[config.mk]
export PLATFORM = sky130hd
export DESIGN_NAME = vmp_mac
export DESIGN_NICKNAME = d
export VERILOG_FILES = /design/src/hw/rtl/vmp_pkg.sv /design/src/hw/rtl/vmp_mac.sv
export SDC_FILE = /design/constraint.sdc
export NUM_CORES = 1
export LEC_CHECK = 0
export ABC_AREA = 0
export BUFFER_PORTS_ARGS = -buffer_cell sky130_fd_sc_hd__buf_4
export CORE_MARGIN = 2
export CORE_UTILIZATION = 30
export CTS_BUF_LIST = sky130_fd_sc_hd__clkbuf_8
export DETAILED_ROUTE_END_ITERATION = 6
export PLACE_DENSITY = 0.5
export SLEW_MARGIN = 20
export SYNTH_ARGS = -nofsm -noshare
export SYNTH_HDL_FRONTEND = slang
export SYNTH_SLANG_ARGS = --single-unit
[constraint.sdc]
create_clock -name clock -period 6.9 [get_ports clock]
set_input_delay 0.345 -clock clock [delete_from_list [all_inputs] [get_ports clock]]
set_output_delay 0.345 -clock clock [all_outputs]
set_load 0.005 [all_outputs]
[src/hw/rtl/vmp_pkg.sv]
// Shared types, codes and defaults for the vector-matrix product block.
`timescale 1ns / 1ps

package vmp_pkg;

   // Request kinds.
   localparam logic [1:0] KIND_LOAD_VECTOR = 2'd0;
   localparam logic [1:0] KIND_LOAD_MATRIX = 2'd1;
   localparam logic [1:0] KIND_START       = 2'd2;

   // Configuration register indexes.
   localparam logic CSR_ROW_COUNT    = 1'b0;
   localparam logic CSR_COLUMN_COUNT = 1'b1;

   localparam int DEF_MAX_ROWS = 16;
   localparam int DEF_MAX_COLS = 16;

   localparam int VALUE_W = 16;
   localparam int PROD_W  = 32;
   localparam int SUM_W   = 40;
   localparam int REG_W   = 5;
   // Wide enough for any row or column index up to the largest store size.
   localparam int IDX_W   = 6;
   // Wide enough to hold a row count up to the largest store size.
   localparam int CNT_W   = 7;
   localparam int RESULT_LIMIT = 16;

   localparam logic [REG_W-1:0] ROW_COUNT_RESET    = 5'd16;
   localparam logic [REG_W-1:0] COLUMN_COUNT_RESET = 5'd16;

   // Store write and read controls from the sequencer.
   typedef struct packed {
      logic                      vec_we;
      logic                      mat_we;
      logic [IDX_W-1:0]          wr_row;
      logic [IDX_W-1:0]          wr_col;
      logic signed [VALUE_W-1:0] wr_value;
      logic [IDX_W-1:0]          rd_row;
      logic [IDX_W-1:0]          rd_col;
   } store_ctl_type;

   // Multiply-accumulate controls from the sequencer.
   typedef struct packed {
      logic clear;
      logic issue;
   } mac_ctl_type;

endpackage

[src/hw/rtl/vmp_mac.sv]
// Shared multiply-accumulate unit: registered product, then 40-bit accumulator.
`timescale 1ns / 1ps

module vmp_mac (
   input  logic                               clock,
   input  logic                               reset,
   input  vmp_pkg::mac_ctl_type               ctl,
   input  logic signed [vmp_pkg::VALUE_W-1:0] vec_data,
   input  logic signed [vmp_pkg::VALUE_W-1:0] mat_data,
   output logic signed [vmp_pkg::SUM_W-1:0]   acc
);

   logic                                read_valid_ff;
   logic                                prod_valid_ff;
   logic signed [vmp_pkg::PROD_W-1:0]   prod_ff;
   logic signed [vmp_pkg::PROD_W-1:0]   prod_in;
   logic signed [vmp_pkg::SUM_W-1:0]    acc_ff;
   logic signed [vmp_pkg::SUM_W-1:0]    acc_in;

   assign prod_in = vec_data * mat_data;

   always_comb begin
      acc_in = acc_ff;
      if (ctl.clear) begin
         acc_in = '0;
      end else if (prod_valid_ff) begin
         acc_in = acc_ff + vmp_pkg::SUM_W'(prod_ff);
      end
   end

   // The valid flags follow the issue through the store's read register and then the product register.
   always_ff @(posedge clock) begin
      if (reset) begin
         read_valid_ff <= 1'b0;
         prod_valid_ff <= 1'b0;
         acc_ff        <= '0;
      end else begin
         read_valid_ff <= ctl.issue;
         prod_valid_ff <= read_valid_ff;
         acc_ff        <= acc_in;
      end
   end

   always_ff @(posedge clock) begin
      prod_ff <= prod_in;
   end

   assign acc = acc_ff;

endmodule

* Yosys cells after proc, flatten, opt, wreduce, memory -nomap -nowiden *
Cells that the tools add are included.

storage, ports and cells
  register bits after elaboration = 74
  bits in latches = 0
  memory bits (writable) = 0
  memory bits (read-only) = 0
  output and inout bits = 40
  memories = 0

cells by class
  $add $sub $neg = 1
  multiply operators = 1
  divide/modulo/power cells = 0
  magnitude comparators = 0
  equality and inequality tests = 0
  shift operators = 0
  mux-type cells = 0
  bitwise logic cells = 0
  reductions and logical operators = 1

operators with widths
  operator          count
  $add A40 B32 Y40  1
  $mul A16 B16 Y32  1
  $reduce_or A2 Y1  1

* Depth between registers and ports, before layout *
  word-level depth = 1
  depth in mapped cells = 23

* Worst setup path after synthesis *
OpenSTA, ideal clock, no wires.

  kind = input port to flip-flop
  start = input vec_data[15] in the netlist's numbering
  end = register prod_ff[28] in the netlist's numbering
  setup time = 118 ps
  data arrival time = 5638 ps
  data required time = 6782 ps
  path slack = 1144 ps
  cell stages on the path = 18
  path buffers = 1
  cells stage by stage = clkbuf_1 -> nand2_1 -> inv_1 -> fa_1 -> fa_1 -> fa_1 -> fa_1 -> fa_1 -> inv_1 -> fa_1 -> inv_1 -> ha_1 -> nand4_1 -> or2_2 -> o41a_1 -> o21ai_0 -> a21oi_1 -> xnor2_1

between the ends
  longest elaborated chain between the ends = 1

ends and longest elaborated chain
  element                line           RTL
  start, declared        vmp_mac.sv:8   input logic signed [vmp_pkg::VALUE_W-1:0] vec_data,
  $mul A16 B16 Y32       vmp_mac.sv:20  assign prod_in = vec_data * mat_data;
  net prod_in (one bit)  vmp_mac.sv:16  logic signed [vmp_pkg::PROD_W-1:0] prod_in;
  end signal, assigned   vmp_mac.sv:45  prod_ff <= prod_in;
  end, declared          vmp_mac.sv:15  logic signed [vmp_pkg::PROD_W-1:0] prod_ff;

The timed path passes the listed nets, and every way through them passes these cells.
A chain may end at the register's enable or synchronous reset.

* Worst setup path in the final report *
  start = input mat_data[15] in the netlist's numbering
  end = register prod_ff[27] in the netlist's numbering

between the ends
  longest elaborated chain between the ends = 1

ends and longest elaborated chain
  element                line           RTL
  start, declared        vmp_mac.sv:9   input logic signed [vmp_pkg::VALUE_W-1:0] mat_data,
  $mul A16 B16 Y32       vmp_mac.sv:20
  net prod_in (one bit)  vmp_mac.sv:16

The timed path passes the listed nets, and every way through them passes these cells.

==> impl_metrics.json <==
{
  "status": "complete, no violations",
  "grt_pass1_vias": 10762,
  "n_antenna_cell": 0,
  "ant_nets": 0,
  "wl_per_cell_um": 15.8,
  "ys_types": 71,
  "row_count": 79,
  "yosysTopAreaCellShare_pct": 37.6,
  "postCtsSetupBuffers": 0,
  "setup_viol": 0,
  "worstReg2RegStart": "acc[0]",
  "hold_violations": 0,
  "r2r_end": "acc[34]",
  "ys_top_cells_by_area": "fa_1 38%, ha_1 11%, dfxtp_1 11%, inv_1 8.2%, and2_1 5.7%",
  "grt_pass1_wl_um": 57100,
  "fin_nets": 2024,
  "cp_max_fo": 14,
  "grt_usage_pct": 14.9,
  "worstPathArrival_ns": 5.99,
  "die_y_um": 220,
  "ctsResizeCount": 0,
  "final.setup.tns_ns": 0,
  "synth_seq_area_share_pct": 10.6,
  "io_buffers": 75,
  "synth_warnings": 0,
  "synth_edf_count": 0,
  "clk_latency_ns": 0.37,
  "cts_sinks": 74,
  "syn_inst": 1561,
  "first_iter_violations": 492,
  "yosysTopAreaCell": "fa_1",
  "finClkSkew_ns": 0.0189,
  "cts_tree": "yes",
  "avgViaCountPerCell": 4.64,
  "ff2ff_setup_slack_ns": 3.83,
  "synth-seq-cells": 74,
  "cts_buffer_depth": 2,
  "dp_hpwl_um": 29400,
  "slowest_delay_ns": 0.56,
  "overflow": 0,
  "ys_async_sr_fraction_pct": 0,
  "clkTransAtPathRegs_ns": 0.09,
  "syn_avg_cell_area_um2": 8.97,
  "layout_commonest_cell": "inv_1",
  "final_cell_mix": "308 x inv_1, 263 x fa_1, 156 x nand2_1",
  "dieArea_mm2": 0.0484,
  "wl_um": 35000,
  "hp-class": "input port to flop",
  "synth_ff_type": "dfxtp_1",
  "endpoint_kind": "flop",
  "initial_utilization_pct": 30.3,
  "synth_area_mm2": 0.0140,
  "syn_to_final_growth_pct": 9.51,
  "final_min_period_over_clock_period_pct": 83.4,
  "slew-limit-headroom_pct": 43.5,
  "core_region_area_mm2": 0.0463,
  "fp.dieW_um": 220,
  "cts_root_buf": "clkbuf_8",
  "crit_top_cell": "fa_1",
  "max_freq_mhz": 174,
  "holdPathStages": 2,
  "place_congestion": 0.829,
  "vias": 10273,
  "reg2regPathDepth": 12,
  "hold_buffers": 0,
  "grt_max_degree": 39,
  "max_cap_viol_count": 0,
  "hold_path.startpoint": "reset",
  "grt_setup_unrepaired": "no",
  "crit_required_ns": 7.14,
  "cp_slowest_cell": "fa_1",
  "ctsHtreeMaxLevel": 3,
  "antenna_found_initial": 0,
  "syn_nets": 1981,
  "drt-pass1-iter-count": 5,
  "io_pins": 76,
  "drive_above_1_share_pct": 7.02,
  "cts_buffers": 9,
  "drc": 0,
  "crit_type": "input port to flop",
  "critPathLaunchType": "input port",
  "tightestPinTransition_ns": 0.848,
  "min_to": "read_valid_ff",
  "layout_min_cycle_time_ns": 5.75,
  "path_cells": "buf_4 -> inv_1 -> nor2_1 -> fa_1 -> fa_1 -> fa_1 -> fa_1 -> fa_1 -> inv_1 -> fa_1 -> inv_1 -> ha_1 -> and3_1 -> a31oi_1 -> o21ai_0 -> a21oi_1 -> o21ai_0 -> a21oi_1 -> o21ai_0 -> xnor2_1",
  "drv_slew": 0
}
-- cells by family (layout without fill, tap and decap cells) --
family                     Yosys count  in the layout  synth area share, %
AOI/OAI and AO/OA                  208            208                 9.92
xor gates and xnor gates            55             55                 3.44
adders and majority gates          384            384                 48.4
buffers and inverters              352            400                 9.75
DFF                                 74             74                 10.6
muxes                               18             18                 1.29
and+or+nand+nor                    470            470                 16.6
-- cell usage after synthesis, drive strengths merged (16+ instances only) --
library cell	count
inv	305
mux2i	18
and2	128
a21o	18
nand2	156
nand3	24
nor3	21
xor2	16
dfxtp	74
xnor2	39
o21ai	43
clkbuf	43
a21oi	70
fa	263
ha	121
nor2	80
-- metrics by stage --
step                      util, %  cell area, um2  setup slack, ns  std cells  hold slack, ns
after CTS                    33.1           15300             1.15       2216           0.134
after floorplan                 -           14000             1.14       1561           0.414
final                        33.1           15300             1.15       2216           0.155
after global routing         33.1           15300            0.810       2216           0.141
after global placement       32.7           15100            0.868       2200           0.440
after detailed placement     32.7           15100            0.744       2200           0.444
-- routing by layer --
layer  share of wire (%)  vias up  track usage (%)
met2                  47      154             24.7
met1                  49     5117             21.1
met4                0.95        0             2.93
li1                    -     4983                -
met5                   0        -                0
met3                 3.3       19             1.63
-- flip-flops by register name (all words and copies together), names as in the netlist --
signal         cells
read_valid_ff      1
acc               40
prod_valid_ff      1
prod_ff           32
-- worst max-delay path by stage --
stage,slack (ns),startpoint,end
2_1_floorplan,1.14,vec_data[15],prod_ff[28]
3_3_place_gp,0.87,mat_data[1],prod_ff[30]
3_5_place_dp,0.74,mat_data[15],prod_ff[27]
4_1_cts,1.15,mat_data[15],prod_ff[27]
5_1_grt,0.81,mat_data[1],prod_ff[27]
6_report,1.15,mat_data[15],prod_ff[27]
-- layout make-up --
class | count | area (um2)
clock inverters | 5 | 46.3
well taps | 607 | 759
inverters | 305 | 1140
flip-flops and latches | 74 | 1480
fillers | 4882 | 30900
multi-input cells | 1135 | 11100
repair buffers | 79 | 593
clock buffers | 11 | 151
-- worst max-delay path, delay by kind of cell --
family          cells  cell delay, ns
compound gates      6            1.22
simple gates        2            0.33
xor+xnor            1            0.16
fa+ha+maj           7            3.29
buf+inv             4            0.63
Power is not shown: default switching activity piles up to over one toggle a cycle in this logic, so the estimate is an artifact.
