### src/hw/rtl/vmp_pkg.sv
// Shared types, codes and defaults for the vector-matrix product block.
`timescale 1ns / 1ps

package vmp_pkg;

   // Request kinds.
   localparam logic [1:0] KIND_LOAD_VECTOR = 2'd0;
   localparam logic [1:0] KIND_LOAD_MATRIX = 2'd1;
   localparam logic [1:0] KIND_START       = 2'd2;

   // Configuration register indexes.
   localparam logic CSR_ROW_COUNT    = 1'b0;
   localparam logic CSR_COLUMN_COUNT = 1'b1;

   localparam int DEF_MAX_ROWS = 16;
   localparam int DEF_MAX_COLS = 16;

   localparam int VALUE_W = 16;
   localparam int PROD_W  = 32;
   localparam int SUM_W   = 40;
   localparam int REG_W   = 5;
   // Wide enough for any row or column index up to the largest store size.
   localparam int IDX_W   = 6;
   // Wide enough to hold a row count up to the largest store size.
   localparam int CNT_W   = 7;
   localparam int RESULT_LIMIT = 16;

   localparam logic [REG_W-1:0] ROW_COUNT_RESET    = 5'd16;
   localparam logic [REG_W-1:0] COLUMN_COUNT_RESET = 5'd16;

   // Store write and read controls from the sequencer.
   typedef struct packed {
      logic                      vec_we;
      logic                      mat_we;
      logic [IDX_W-1:0]          wr_row;
      logic [IDX_W-1:0]          wr_col;
      logic signed [VALUE_W-1:0] wr_value;
      logic [IDX_W-1:0]          rd_row;
      logic [IDX_W-1:0]          rd_col;
   } store_ctl_type;

   // Multiply-accumulate controls from the sequencer.
   typedef struct packed {
      logic clear;
      logic issue;
   } mac_ctl_type;

endpackage

### src/hw/rtl/vmp_seq.sv
// Sequencer: request decode, configuration registers, row and column loop, result register.
`timescale 1ns / 1ps

module vmp_seq #(
   parameter int MAX_ROWS = vmp_pkg::DEF_MAX_ROWS,
   parameter int MAX_COLS = vmp_pkg::DEF_MAX_COLS
) (
   input  logic                               clock,
   input  logic                               reset,
   input  logic                               csr_write_enable,
   input  logic                               csr_index,
   input  logic [vmp_pkg::REG_W-1:0]          csr_write_data,
   input  logic                               req_valid,
   output logic                               req_stall,
   input  logic [1:0]                         req_kind,
   input  logic [3:0]                         req_row_index,
   input  logic [3:0]                         req_col_index,
   input  logic signed [vmp_pkg::VALUE_W-1:0] req_value,
   output logic                               rsp_valid,
   input  logic                               rsp_stall,
   output logic [3:0]                         rsp_column_index,
   output logic signed [vmp_pkg::SUM_W-1:0]   rsp_sum,
   output logic                               rsp_last,
   input  logic signed [vmp_pkg::SUM_W-1:0]   acc,
   output vmp_pkg::store_ctl_type             store_ctl,
   output vmp_pkg::mac_ctl_type               mac_ctl
);

   localparam int ROW_W = (MAX_ROWS > 1) ? $clog2(MAX_ROWS) : 1;
   localparam int COL_LIMIT = (MAX_COLS < vmp_pkg::RESULT_LIMIT) ? MAX_COLS
                                                                   : vmp_pkg::RESULT_LIMIT;

   localparam logic [1:0] ST_IDLE  = 2'd0;
   localparam logic [1:0] ST_RUN   = 2'd1;
   localparam logic [1:0] ST_DRAIN = 2'd2;

   // Drain countdown: once it runs out, the accumulator holds the sum.
   localparam logic [1:0] DRAIN_CYCLES = 2'd2;

   logic [1:0]                       state_ff, state_in;
   logic [1:0]                       drain_ff, drain_in;
   logic [ROW_W-1:0]                 row_ff, row_in;
   logic [3:0]                       col_ff, col_in;
   logic [vmp_pkg::REG_W-1:0]        row_count_ff, row_count_in;
   logic [vmp_pkg::REG_W-1:0]        column_count_ff, column_count_in;
   logic                             rsp_valid_ff, rsp_valid_in;
   logic [3:0]                       rsp_column_index_ff;
   logic signed [vmp_pkg::SUM_W-1:0] rsp_sum_ff;
   logic                             rsp_last_ff;

   logic [vmp_pkg::CNT_W-1:0] rows_use;
   logic [vmp_pkg::REG_W-1:0] cols_use;
   logic req_fire;
   logic rsp_free;
   logic out_load;
   logic last_col;
   logic start;

   always_comb begin
      if (vmp_pkg::CNT_W'(row_count_ff) > vmp_pkg::CNT_W'(MAX_ROWS)) begin
         rows_use = vmp_pkg::CNT_W'(MAX_ROWS);
      end else begin
         rows_use = vmp_pkg::CNT_W'(row_count_ff);
      end
      if (column_count_ff > vmp_pkg::REG_W'(COL_LIMIT)) begin
         cols_use = vmp_pkg::REG_W'(COL_LIMIT);
      end else begin
         cols_use = column_count_ff;
      end
   end

   assign req_stall = (state_ff != ST_IDLE);
   assign req_fire  = req_valid && !req_stall;
   assign rsp_free  = !rsp_valid_ff || !rsp_stall;
   assign last_col  = (vmp_pkg::REG_W'(col_ff) + 5'd1) == cols_use;
   assign start     = req_fire && (req_kind == vmp_pkg::KIND_START) && (cols_use != '0);

   // Loads beyond the sizes in use are dropped here.
   always_comb begin
      store_ctl.vec_we = req_fire && (req_kind == vmp_pkg::KIND_LOAD_VECTOR)
                         && (vmp_pkg::CNT_W'(req_row_index) < rows_use);
      store_ctl.mat_we = req_fire && (req_kind == vmp_pkg::KIND_LOAD_MATRIX)
                         && (vmp_pkg::CNT_W'(req_row_index) < rows_use)
                         && (vmp_pkg::REG_W'(req_col_index) < cols_use);
      store_ctl.wr_row   = vmp_pkg::IDX_W'(req_row_index);
      store_ctl.wr_col   = vmp_pkg::IDX_W'(req_col_index);
      store_ctl.wr_value = req_value;
      store_ctl.rd_row   = vmp_pkg::IDX_W'(row_ff);
      store_ctl.rd_col   = vmp_pkg::IDX_W'(col_ff);
   end

   always_comb begin
      state_in      = state_ff;
      drain_in      = drain_ff;
      row_in        = row_ff;
      col_in        = col_ff;
      out_load      = 1'b0;
      mac_ctl.clear = 1'b0;
      mac_ctl.issue = 1'b0;
      unique case (state_ff)
         ST_IDLE: begin
            if (start) begin
               col_in        = '0;
               row_in        = '0;
               mac_ctl.clear = 1'b1;
               drain_in      = DRAIN_CYCLES;
               state_in      = (rows_use == '0) ? ST_DRAIN : ST_RUN;
            end
         end
         ST_RUN: begin
            mac_ctl.issue = 1'b1;
            if (vmp_pkg::CNT_W'(row_ff) == rows_use - 7'd1) begin
               drain_in = DRAIN_CYCLES;
               state_in = ST_DRAIN;
            end else begin
               row_in = row_ff + 1'b1;
            end
         end
         ST_DRAIN: begin
            if (drain_ff != 2'd0) begin
               drain_in = drain_ff - 2'd1;
            end else if (rsp_free) begin
               out_load = 1'b1;
               if (last_col) begin
                  state_in = ST_IDLE;
               end else begin
                  col_in        = col_ff + 4'd1;
                  row_in        = '0;
                  mac_ctl.clear = 1'b1;
                  drain_in      = DRAIN_CYCLES;
                  state_in      = (rows_use == '0) ? ST_DRAIN : ST_RUN;
               end
            end
         end
         default: begin
            state_in = ST_IDLE;
         end
      endcase
   end

   always_comb begin
      row_count_in    = row_count_ff;
      column_count_in = column_count_ff;
      if (csr_write_enable) begin
         if (csr_index == vmp_pkg::CSR_ROW_COUNT) begin
            row_count_in = csr_write_data;
         end else begin
            column_count_in = csr_write_data;
         end
      end
   end

   always_comb begin
      rsp_valid_in = rsp_valid_ff;
      if (out_load) begin
         rsp_valid_in = 1'b1;
      end else if (!rsp_stall) begin
         rsp_valid_in = 1'b0;
      end
   end

   always_ff @(posedge clock) begin
      if (reset) begin
         state_ff        <= ST_IDLE;
         drain_ff        <= '0;
         row_ff          <= '0;
         col_ff          <= '0;
         row_count_ff    <= vmp_pkg::ROW_COUNT_RESET;
         column_count_ff <= vmp_pkg::COLUMN_COUNT_RESET;
         rsp_valid_ff    <= 1'b0;
      end else begin
         state_ff        <= state_in;
         drain_ff        <= drain_in;
         row_ff          <= row_in;
         col_ff          <= col_in;
         row_count_ff    <= row_count_in;
         column_count_ff <= column_count_in;
         rsp_valid_ff    <= rsp_valid_in;
      end
   end

   always_ff @(posedge clock) begin
      if (out_load) begin
         rsp_column_index_ff <= col_ff;
         rsp_sum_ff          <= acc;
         rsp_last_ff         <= last_col;
      end
   end

   assign rsp_valid        = rsp_valid_ff;
   assign rsp_column_index = rsp_column_index_ff;
   assign rsp_sum          = rsp_sum_ff;
   assign rsp_last         = rsp_last_ff;

endmodule

### config.mk
export PLATFORM = sky130hd
export DESIGN_NAME = vmp_seq
export DESIGN_NICKNAME = d
export VERILOG_FILES = /design/src/hw/rtl/vmp_pkg.sv /design/src/hw/rtl/vmp_seq.sv
export SDC_FILE = /design/constraint.sdc
export NUM_CORES = 1
export LEC_CHECK = 0
export BUFFER_PORTS_ARGS = -buffer_cell sky130_fd_sc_hd__clkbuf_2
export CAP_MARGIN = 20
export CORE_MARGIN = 5
export CORE_UTILIZATION = 43
export DETAILED_ROUTE_END_ITERATION = 16
export GPL_TIMING_DRIVEN = 0
export PLACE_DENSITY = 0.77
export SLEW_MARGIN = 5
export SYNTH_ARGS = -nofsm -noshare
export SYNTH_HDL_FRONTEND = slang
export SYNTH_SLANG_ARGS = --single-unit
### constraint.sdc
create_clock -name clock -period 5.3 [get_ports clock]
set_input_delay 0.53 -clock clock [delete_from_list [all_inputs] [get_ports clock]]
set_output_delay 0.53 -clock clock [all_outputs]
set_load 0.02 [all_outputs]
# [After elaboration in Yosys (flattened, before gate mapping)]
# Cells that the tools add are included.
[totals] word_cells=96 mem_bits_rw=0 out_inout_bits=91 rom_bits=0 latchBits=0 input_bits=77 regBits=68 mem_count=0
[op_classes] shift=0 div_mod_pow=0 mul=0 n_eq_ne=15 addsub=5 n_bitwise=1 muxes=35 magnitude_cmp=4 reduce_logical=26
[ops] op="2-to-1 mux 4 bit" n=8
[ops] op="2-to-1 mux 2 bit" n=10
[ops] op="!= test 2 bit (second input constant)" n=6
[ops] op="one-hot mux 2 bit (3 select lines)" n=2
[ops] op="one-hot mux 4 bit (3 select lines)" n=1
[ops] op="> comparator 5 bit (second input constant)" n=2
[ops] op="2-to-1 mux 1 bit" n=10
[ops] op="2-to-1 mux 5 bit" n=2
[ops] op="AND reduction 5 bit" n=2
[ops] op="adder 4 x 1 -> 4 bit (second input constant)" n=2
[ops] op="logical AND 1 bit" n=8
[ops] op="one-hot mux 4 bit (2 select lines)" n=1
[ops] op="== test 4 x 7 -> 1 bit" n=1
[ops] op="zero test 7 bit" n=1
[ops] op="< comparator 4 x 7 -> 1 bit" n=1
[ops] op="subtractor 7 x 1 -> 7 bit (second input constant)" n=1
[ops] op="!= test 3 bit (second input constant)" n=2
[ops] op="AND reduction 6 bit" n=1
[ops] op="nonzero test 2 bit" n=3
[ops] op="adder 4 x 1 -> 5 bit (second input constant)" n=1
[ops] op="== test 5 bit" n=1
[ops] op="< comparator 4 x 5 -> 1 bit" n=1
[ops] op="nonzero test 5 bit" n=1
[ops] op="== test 2 x 1 -> 1 bit (second input constant)" n=2
[ops] op="other kinds (11)" n=16

# [Depth between registers and ports, before layout]
# Gate-level depths: netlist of run 1.
[logic_depth] word_depth=8 depth_mapped=10 ltp_nobuf=8

# [Worst setup path before layout of run 1]
# No wires, ideal clock.
[synth_timing] path_kind="reg-to-output" from="register state_ff[1]" to="output port mac_ctl[1] (netlist name)" arrival_time_ns=3.756 setup_slack_ns=1.014 t_required_ns=4.770 n_path_buf=1 path_stages_with_launch=7 cell_sequence="dfxtp_1 buf_2 nor2b_1 nand2_1 a21oi_1 o21ai_2 nand2_1"
[synth_lines] element="start, declared" line_no="vmp_seq.sv:40" text="logic [1:0] state_ff, state_in;"
[synth_lines] element="start signal, assigned" line_no="vmp_seq.sv:172" text="state_ff <= state_in;"
[synth_lines] element="end, declared" line_no="vmp_seq.sv:26" text="output vmp_pkg::mac_ctl_type mac_ctl"

==> results.ini, run 1 <==
[sta]
slew_viol_final = 0
timing.hold.ws_ns = 0.361
min_period_ns = 3.32
clock_skew_ns = 0.00784
fmax_mhz = 301
slew_headroom = 0.409
min_period_over_period = 0.626
setup_violations = 0
worstMarginPinSlew_ns = 0.885
rsz0062_at_grt = no
final_hold_viol_count = 0

[power_and_ir_drop]
power_density_nw_per_um2 = 368
totalPowerFinal_mw = 1.58
ir_drop_mv = 0.159
leakage_nw = 1.93
p_seq_frac = 0.431
comb_power_share = 0.279
swShare = 0.323
power_switching_mw = 0.510
p_int_mw = 1.07
p_clk_frac = 0.290

[cts]
cts_resized = 0
cts.clk_slew.worst_paths_ns = 0.07
clockBufferDepth = 2
htree_levels = 3
cts_buffers = 9
cts.sinks = 68
clk_latency_ns = 0.34
hold_buffers = 0
ctsRootBufferMaster = clkbuf_8
cts_setup_buffers = 0
cts_tree = done

[synthesis]
synth_area_um2 = 3170
netlist_top_cells_area = edfxtp_1 43%, dfxtp_1 15%, buf_4 7.6%
synth_cell_type_count = 52
synth_top_area_cell = edfxtp_1
synth_edf_count = 45
yosys_warnings = 0
ys_dominant_reg_cell = edfxtp_1
synthesis.instances = 264
seq_area_frac_synth = 0.571
async_reset_ff_frac = 0
synth-seq-cells = 68
synth_top_area_frac = 0.426
syn_avg_cell_area_um2 = 12.0

[worst_setup_path]
cp-start-kind = flip-flop
required_ns = 4.77
worst_path_most_repeated_cell = nand2_1
critical_path_peak_fanout = 26
worstPathArrival_ns = 2.79
end_kind = primary output
critical_path_class = reg2out
r2r_slack_ns = 2.64
cp_slowest_cell = a21oi_4
critPathMaxStageDelay_ns = 0.71
crit_chain = buf_2 > nor2b_1 > nand2_1 > a21oi_4 > o21ai_2 > nand2_1 > clkbuf_2

[die]
core_um2 = 7210
rows = 31
ioPinCount = 168
die-area_um2 = 9200
die_h_um = 95.9
initial_core_util = 0.440
die_x_um = 95.9

[global_route]
grt_pass1_vias = 2428
grt_usage = 0.159
antenna_found_initial = 0
grt_pass1_wl_mm = 11.2
grt_overflow = 0
grt_max_degree = 27

[status]
outcome = finished clean

[final_layout]
final_cell_mix = 143 x clkbuf_2, 45 x edfxtp_1, 32 x buf_4
n_antenna_cell = 0
drive_above_1_share = 0.471
fin_nets = 515
final_area_um2 = 4290
layout_commonest_cell = clkbuf_2
synthToLayoutAreaGrowth_pct = 35.3
fillers = 620

[detailed_routing]
wl_per_cell_um = 13.9
dr.pass1.iters = 4
finalWirelength_mm = 7.37
vias = 2512
final_antenna_net_count = 0
vias_per_cell = 4.74
drc = 0
initialDrtViolationCount = 90

[place]
place.gp.congestion = 0.850
io_buffers = 143
dpl.hpwl_mm = 5.92
post_dp_cell_area_um2 = 4080

[flow_run]
maxCapViolations = 0

[hold_path]
hp-class = in2reg

[flip-flops by register name (all words and copies together) (netlist names)]
name,flops
rsp_sum,40
column_count_ff,5
row_count_ff,5
col_ff,4
row_ff,4
rsp_column_index,4
drain_ff,2
state_ff,2
rsp_last,1
rsp_valid,1
[power groups by stage]
stage | combinational, mW | sequential [mW] | clock, mW
detailed placement | 0.443 | 0.693 | 0
global route | 0.487 | 0.687 | 0.498
finish | 0.442 | 0.681 | 0.458
CTS | 0.445 | 0.681 | 0.472
global placement | 0.421 | 0.698 | 0
floorplan | 0.235 | 0.750 | 0
[final timing paths]
path                                                      start                               to  cells past startpoint
worst min register to register  column_count_ff[3]$_SDFFE_PP0P_  column_count_ff[3]$_SDFFE_PP0P_                      2
worst max register to register         state_ff[1]$_SDFFE_PP0P_           row_ff[2]$_SDFFE_PP0P_                      7
worst min-delay path                                    acc[17]            rsp_sum[17]$_DFFE_PP_                      1
worst max-delay path                   state_ff[1]$_SDFFE_PP0P_                       mac_ctl[1]                      7
[cell type report]
cell class              instances  area [um2]  area share
multi-input cells             154        1090       0.254
plain buffers                  39         270      0.0630
clock buffers                   9         124      0.0289
well taps                      99         124      0.0289
flip-flops and latches         68        1810       0.422
repair buffers                144         743       0.173
inverters                      10        37.5     0.00875
clock inverters                 7        90.1      0.0210
[logic make-up after synthesis]
| family | Yosys count | share of synthesized area |
|---|---|---|
| buffers and inverters | 49 | 0.0970 |
| muxes | 6 | 0.0189 |
| adders and majority gates | 12 | 0.0473 |
| xor gates and xnor gates | 8 | 0.0221 |
| AOI/OAI and AO/OA | 50 | 0.122 |
| and+or+nand+nor | 70 | 0.121 |
| DFF | 68 | 0.571 |
| other | 1 | 0.00118 |
[per-stage QoR]
step	std cells	setup TNS (ns)	util	worst slack, ns
detailed placement	514	0	0.565	2.38
CTS	530	0	0.595	1.99
finish	530	0	0.595	1.98
global route	530	0	0.595	1.80
global placement	513	-0.347	0.560	-0.337
floorplan	271	0	-	1.01
[layer usage]
metal  track usage  vias to the layer above  wire length, um
li1              -                     1253                -
met1         0.203                     1105             3230
met2         0.252                      144             3180
met3        0.0500                       10              862
met4        0.0581                        0               90
met5             0                        -                0
[critical path, delay by kind of cell (launching register included)]
family	cells	cell delay [ns]
AO/OA/AOI/OAI	2	0.95
flip-flops	1	0.30
buffers and inverters	2	0.41
AND/OR/NAND/NOR	3	0.78
[cells in the mapped netlist (all sizes together) (2+ instances only)]
cell type  number
o31a            2
nand2b         11
o2bb2ai         2
mux2i           6
or3b            2
nand3          10
a21oi          13
nor3            3
o211ai          2
or4             2
nand2          14
nor2           12
xnor2           8
o32ai           2
inv            10
a21o            5
nand4           2
buf            35
clkbuf          4
o21ai           7
edfxtp         45
nor4b           2
a311oi          2
a211o           3
ha             12
nor3b           2
dfxtp          23
nor2b           6
Power figures use the tool's default switching activity.
==> run 2, diff against run 1 <==
--- a/config.mk
+++ b/config.mk
@@ -5,13 +5,14 @@
 export SDC_FILE = /design/constraint.sdc
 export NUM_CORES = 1
 export LEC_CHECK = 0
+export ABC_AREA = 1
 export BUFFER_PORTS_ARGS = -buffer_cell sky130_fd_sc_hd__clkbuf_2
 export CAP_MARGIN = 20
 export CORE_MARGIN = 5
-export CORE_UTILIZATION = 43
+export CORE_UTILIZATION = 41
 export DETAILED_ROUTE_END_ITERATION = 16
 export GPL_TIMING_DRIVEN = 0
-export PLACE_DENSITY = 0.77
+export PLACE_DENSITY = 0.76
 export SLEW_MARGIN = 5
 export SYNTH_ARGS = -nofsm -noshare
 export SYNTH_HDL_FRONTEND = slang
==> constraint.sdc (replaced) <==
create_clock -name clock -period 2.9 [get_ports clock]
set_input_delay 0.29 -clock clock [delete_from_list [all_inputs] [get_ports clock]]
set_output_delay 0.29 -clock clock [all_outputs]
set_load 0.02 [all_outputs]
==> results.ini, run 2 <==
[power_and_ir_drop]
power_density_nw_per_um2 = 731
comb_power_share = 0.352
leakage_nw = 2.08
swShare = 0.381
power_switching_mw = 1.21
ir_drop_mv = 0.271
p_int_mw = 1.96
p_seq_frac = 0.426
p_clk_frac = 0.222

[worst_setup_path]
critPathMaxStageDelay_ns = 0.34
cp.depth = 11
end_kind = primary output
crit_chain = nor2_2 > nand2_2 > nand2_4 > nand2_2 > ha_1 > a21oi_1 > nand2_1 > nand3_1 > nand2_1 > nor3_1 > clkbuf_2
critical_path_peak_fanout = 5
critical_path_class = reg2out
worstPathArrival_ns = 2.14
cp_slowest_cell = dfxtp_1
cp-start-kind = flip-flop
required_ns = 2.61
cp.buffers_inverters = 1
critPathTopFamily = simple AND/OR/NAND/NOR gates
r2r_cells = 15

[cts]
cts.sinks = 68
clk_latency_ns = 0.34
cts_buffers = 9
cts_setup_buffers = 0
ctsRootBufferMaster = clkbuf_8
htree_levels = 3
cts_tree = done
cts_resized = 0
hold_buffers = 0
cts.clk_slew.worst_paths_ns = 0.08
clockBufferDepth = 2

[detailed_routing]
final_antenna_net_count = 0
initialDrtViolationCount = 96
dr.pass1.iters = 4
finalWirelength_mm = 7.43
vias_per_cell = 4.58
vias = 2742
wl_per_cell_um = 12.4
drc = 0

[sta]
clock_skew_ns = 0.00623
min_period_over_period = 0.837
rsz0062_at_grt = no
slew_viol_final = 0
fmax_mhz = 412
finalSetupTns_ns = 0
setup_violations = 0
min_period_ns = 2.43
final_hold_viol_count = 0

[die]
ioPinCount = 168
die_h_um = 99.2
rows = 32
die-area_um2 = 9830
core_um2 = 7730
die_x_um = 99.2
initial_core_util = 0.422

[final_layout]
fillers = 696
final-seq-area_um2 = 1810
drive_above_1_share = 0.449
largest_register_ffs = 40
layout_commonest_cell = clkbuf_2
multi_input_area_um2 = 1110
fin_nets = 581
final_cell_mix = 142 x clkbuf_2, 60 x nand2_1, 45 x edfxtp_1
layout.cells.non_filler = 599
synthToLayoutAreaGrowth_pct = 33.1
n_antenna_cell = 0

[synthesis]
synth_top_area_frac = 0.415
synth_cell_type_count = 33
synthMuxAreaShare = 0
synth_common_cells = 60 x nand2_1, 45 x edfxtp_1, 32 x buf_4, 32 x nor2_1, 26 x inv_1
synth_area_um2 = 3260
synth_fa_ha_area_frac = 0.0461
seq_area_frac_synth = 0.556
synth.most_common_cell = nand2_1
synth_top_area_cell = edfxtp_1
synth-seq-cells = 68
synth_compound_area_frac = 0.0603
async_reset_ff_frac = 0
synthesis.instances = 331
syn_avg_cell_area_um2 = 9.85
synth_edf_count = 45
yosys.area_share.simple = 0.216
netlist_top_cells_area = edfxtp_1 41%, dfxtp_1 14%, buf_4 7.4%
synth_xor_area_frac = 0.00537
ys_dominant_reg_cell = edfxtp_1
synth_top_family_by_area = simple AND/OR/NAND/NOR gates
yosys_warnings = 0

[status]
outcome = finished clean

[place]
place.gp.congestion = 0.899
dpl.hpwl_mm = 6.16
dp.cells = 583
io_buffers = 142

[hold_path]
holdPathStages = 1
hp-class = in2reg

[global_route]
antenna_found_initial = 0
grt_max_degree = 36
grt_pass1_vias = 2604
busiest_layer = met2
grt_pass1_wl_mm = 11.9
grt_util_met1 = 0.193
grt_util_met2 = 0.243
grt_overflow = 0
grt_usage = 0.150
met3_usage = 0.0547

[flow_run]
maxCapViolations = 0

run 2: changes by cell type after synthesis, sizes merged, moves of 3 or more:
cell	previous run	this run
nand2	14	71
inv	10	32
xnor2	8	1
a21o	5	0
nor2b	6	0
nand4	2	10
nor2	12	40
nand2b	11	0
a211o	3	0
mux2i	6	0
nand3	10	18
o21ai	7	15
run 2: area by class of cell:
type,instances,area share
Multi-Input combinational cell,203,0.255
Clock buffer,10,0.0317
Timing Repair Buffer,143,0.168
Sequential cell,68,0.418
Buffer,35,0.0583
Clock inverter,6,0.0112
Inverter,32,0.0283
Tap cell,102,0.0294
run 2: worst paths after layout:
check                          startpoint                             to  slack, ns
min reg2reg        col_ff[2]$_SDFFE_PP0P_  rsp_column_index[2]$_DFFE_PP_       0.47
min                                acc[7]           rsp_sum[7]$_DFFE_PP_       0.12
max          row_count_ff[1]$_SDFFE_PP0P_                  store_ctl[40]       0.47
max reg2reg  row_count_ff[1]$_SDFFE_PP0P_       drain_ff[1]$_SDFFE_PP0P_       0.79
run 2: power groups by stage:
stage	logic, mW	registers [mW]	clock network (mW)
2_1_floorplan	0.573	1.57	0
3_3_place_gp	1.09	1.38	0
3_5_place_dp	1.13	1.38	0
4_1_cts	1.13	1.35	0.732
5_1_grt	1.23	1.38	0.792
6_report	1.12	1.35	0.704
run 2: cell families (layout without fill, tap and decap cells):
kind of cell | Yosys count | in the layout
AND/OR/NAND/NOR | 145 | 145
flip-flops | 68 | 68
buffers and inverters | 67 | 226
AO/OA/AOI/OAI | 36 | 36
adder cells (fa/ha/maj) | 12 | 12
XOR/XNOR | 2 | 2
other | 1 | 8
run 2: through the flow:
| stage | setup WS [ns] | area, um2 | utilization | power [mW] | hold slack, ns |
|---|---|---|---|---|---|
| 2_1_floorplan | 0.606 | 3290 | - | 2.14 | 0.389 |
| 5_1_grt | 0.190 | 4340 | 0.561 | 3.39 | 0.0837 |
| 3_3_place_gp | 0.116 | 4130 | 0.534 | 2.47 | 0.454 |
| 3_5_place_dp | 0.790 | 4150 | 0.537 | 2.50 | 0.456 |
| 6_report | 0.472 | 4340 | 0.561 | 3.17 | 0.125 |
| 4_1_cts | 0.415 | 4340 | 0.561 | 3.22 | 0.102 |
run 2: per-layer routing:
metal | up-vias | share of wire
li1 | 1396 | -
met3 | 8 | 0.12
met1 | 1175 | 0.42
met2 | 163 | 0.45
met4 | 0 | 0.010
met5 | - | 0
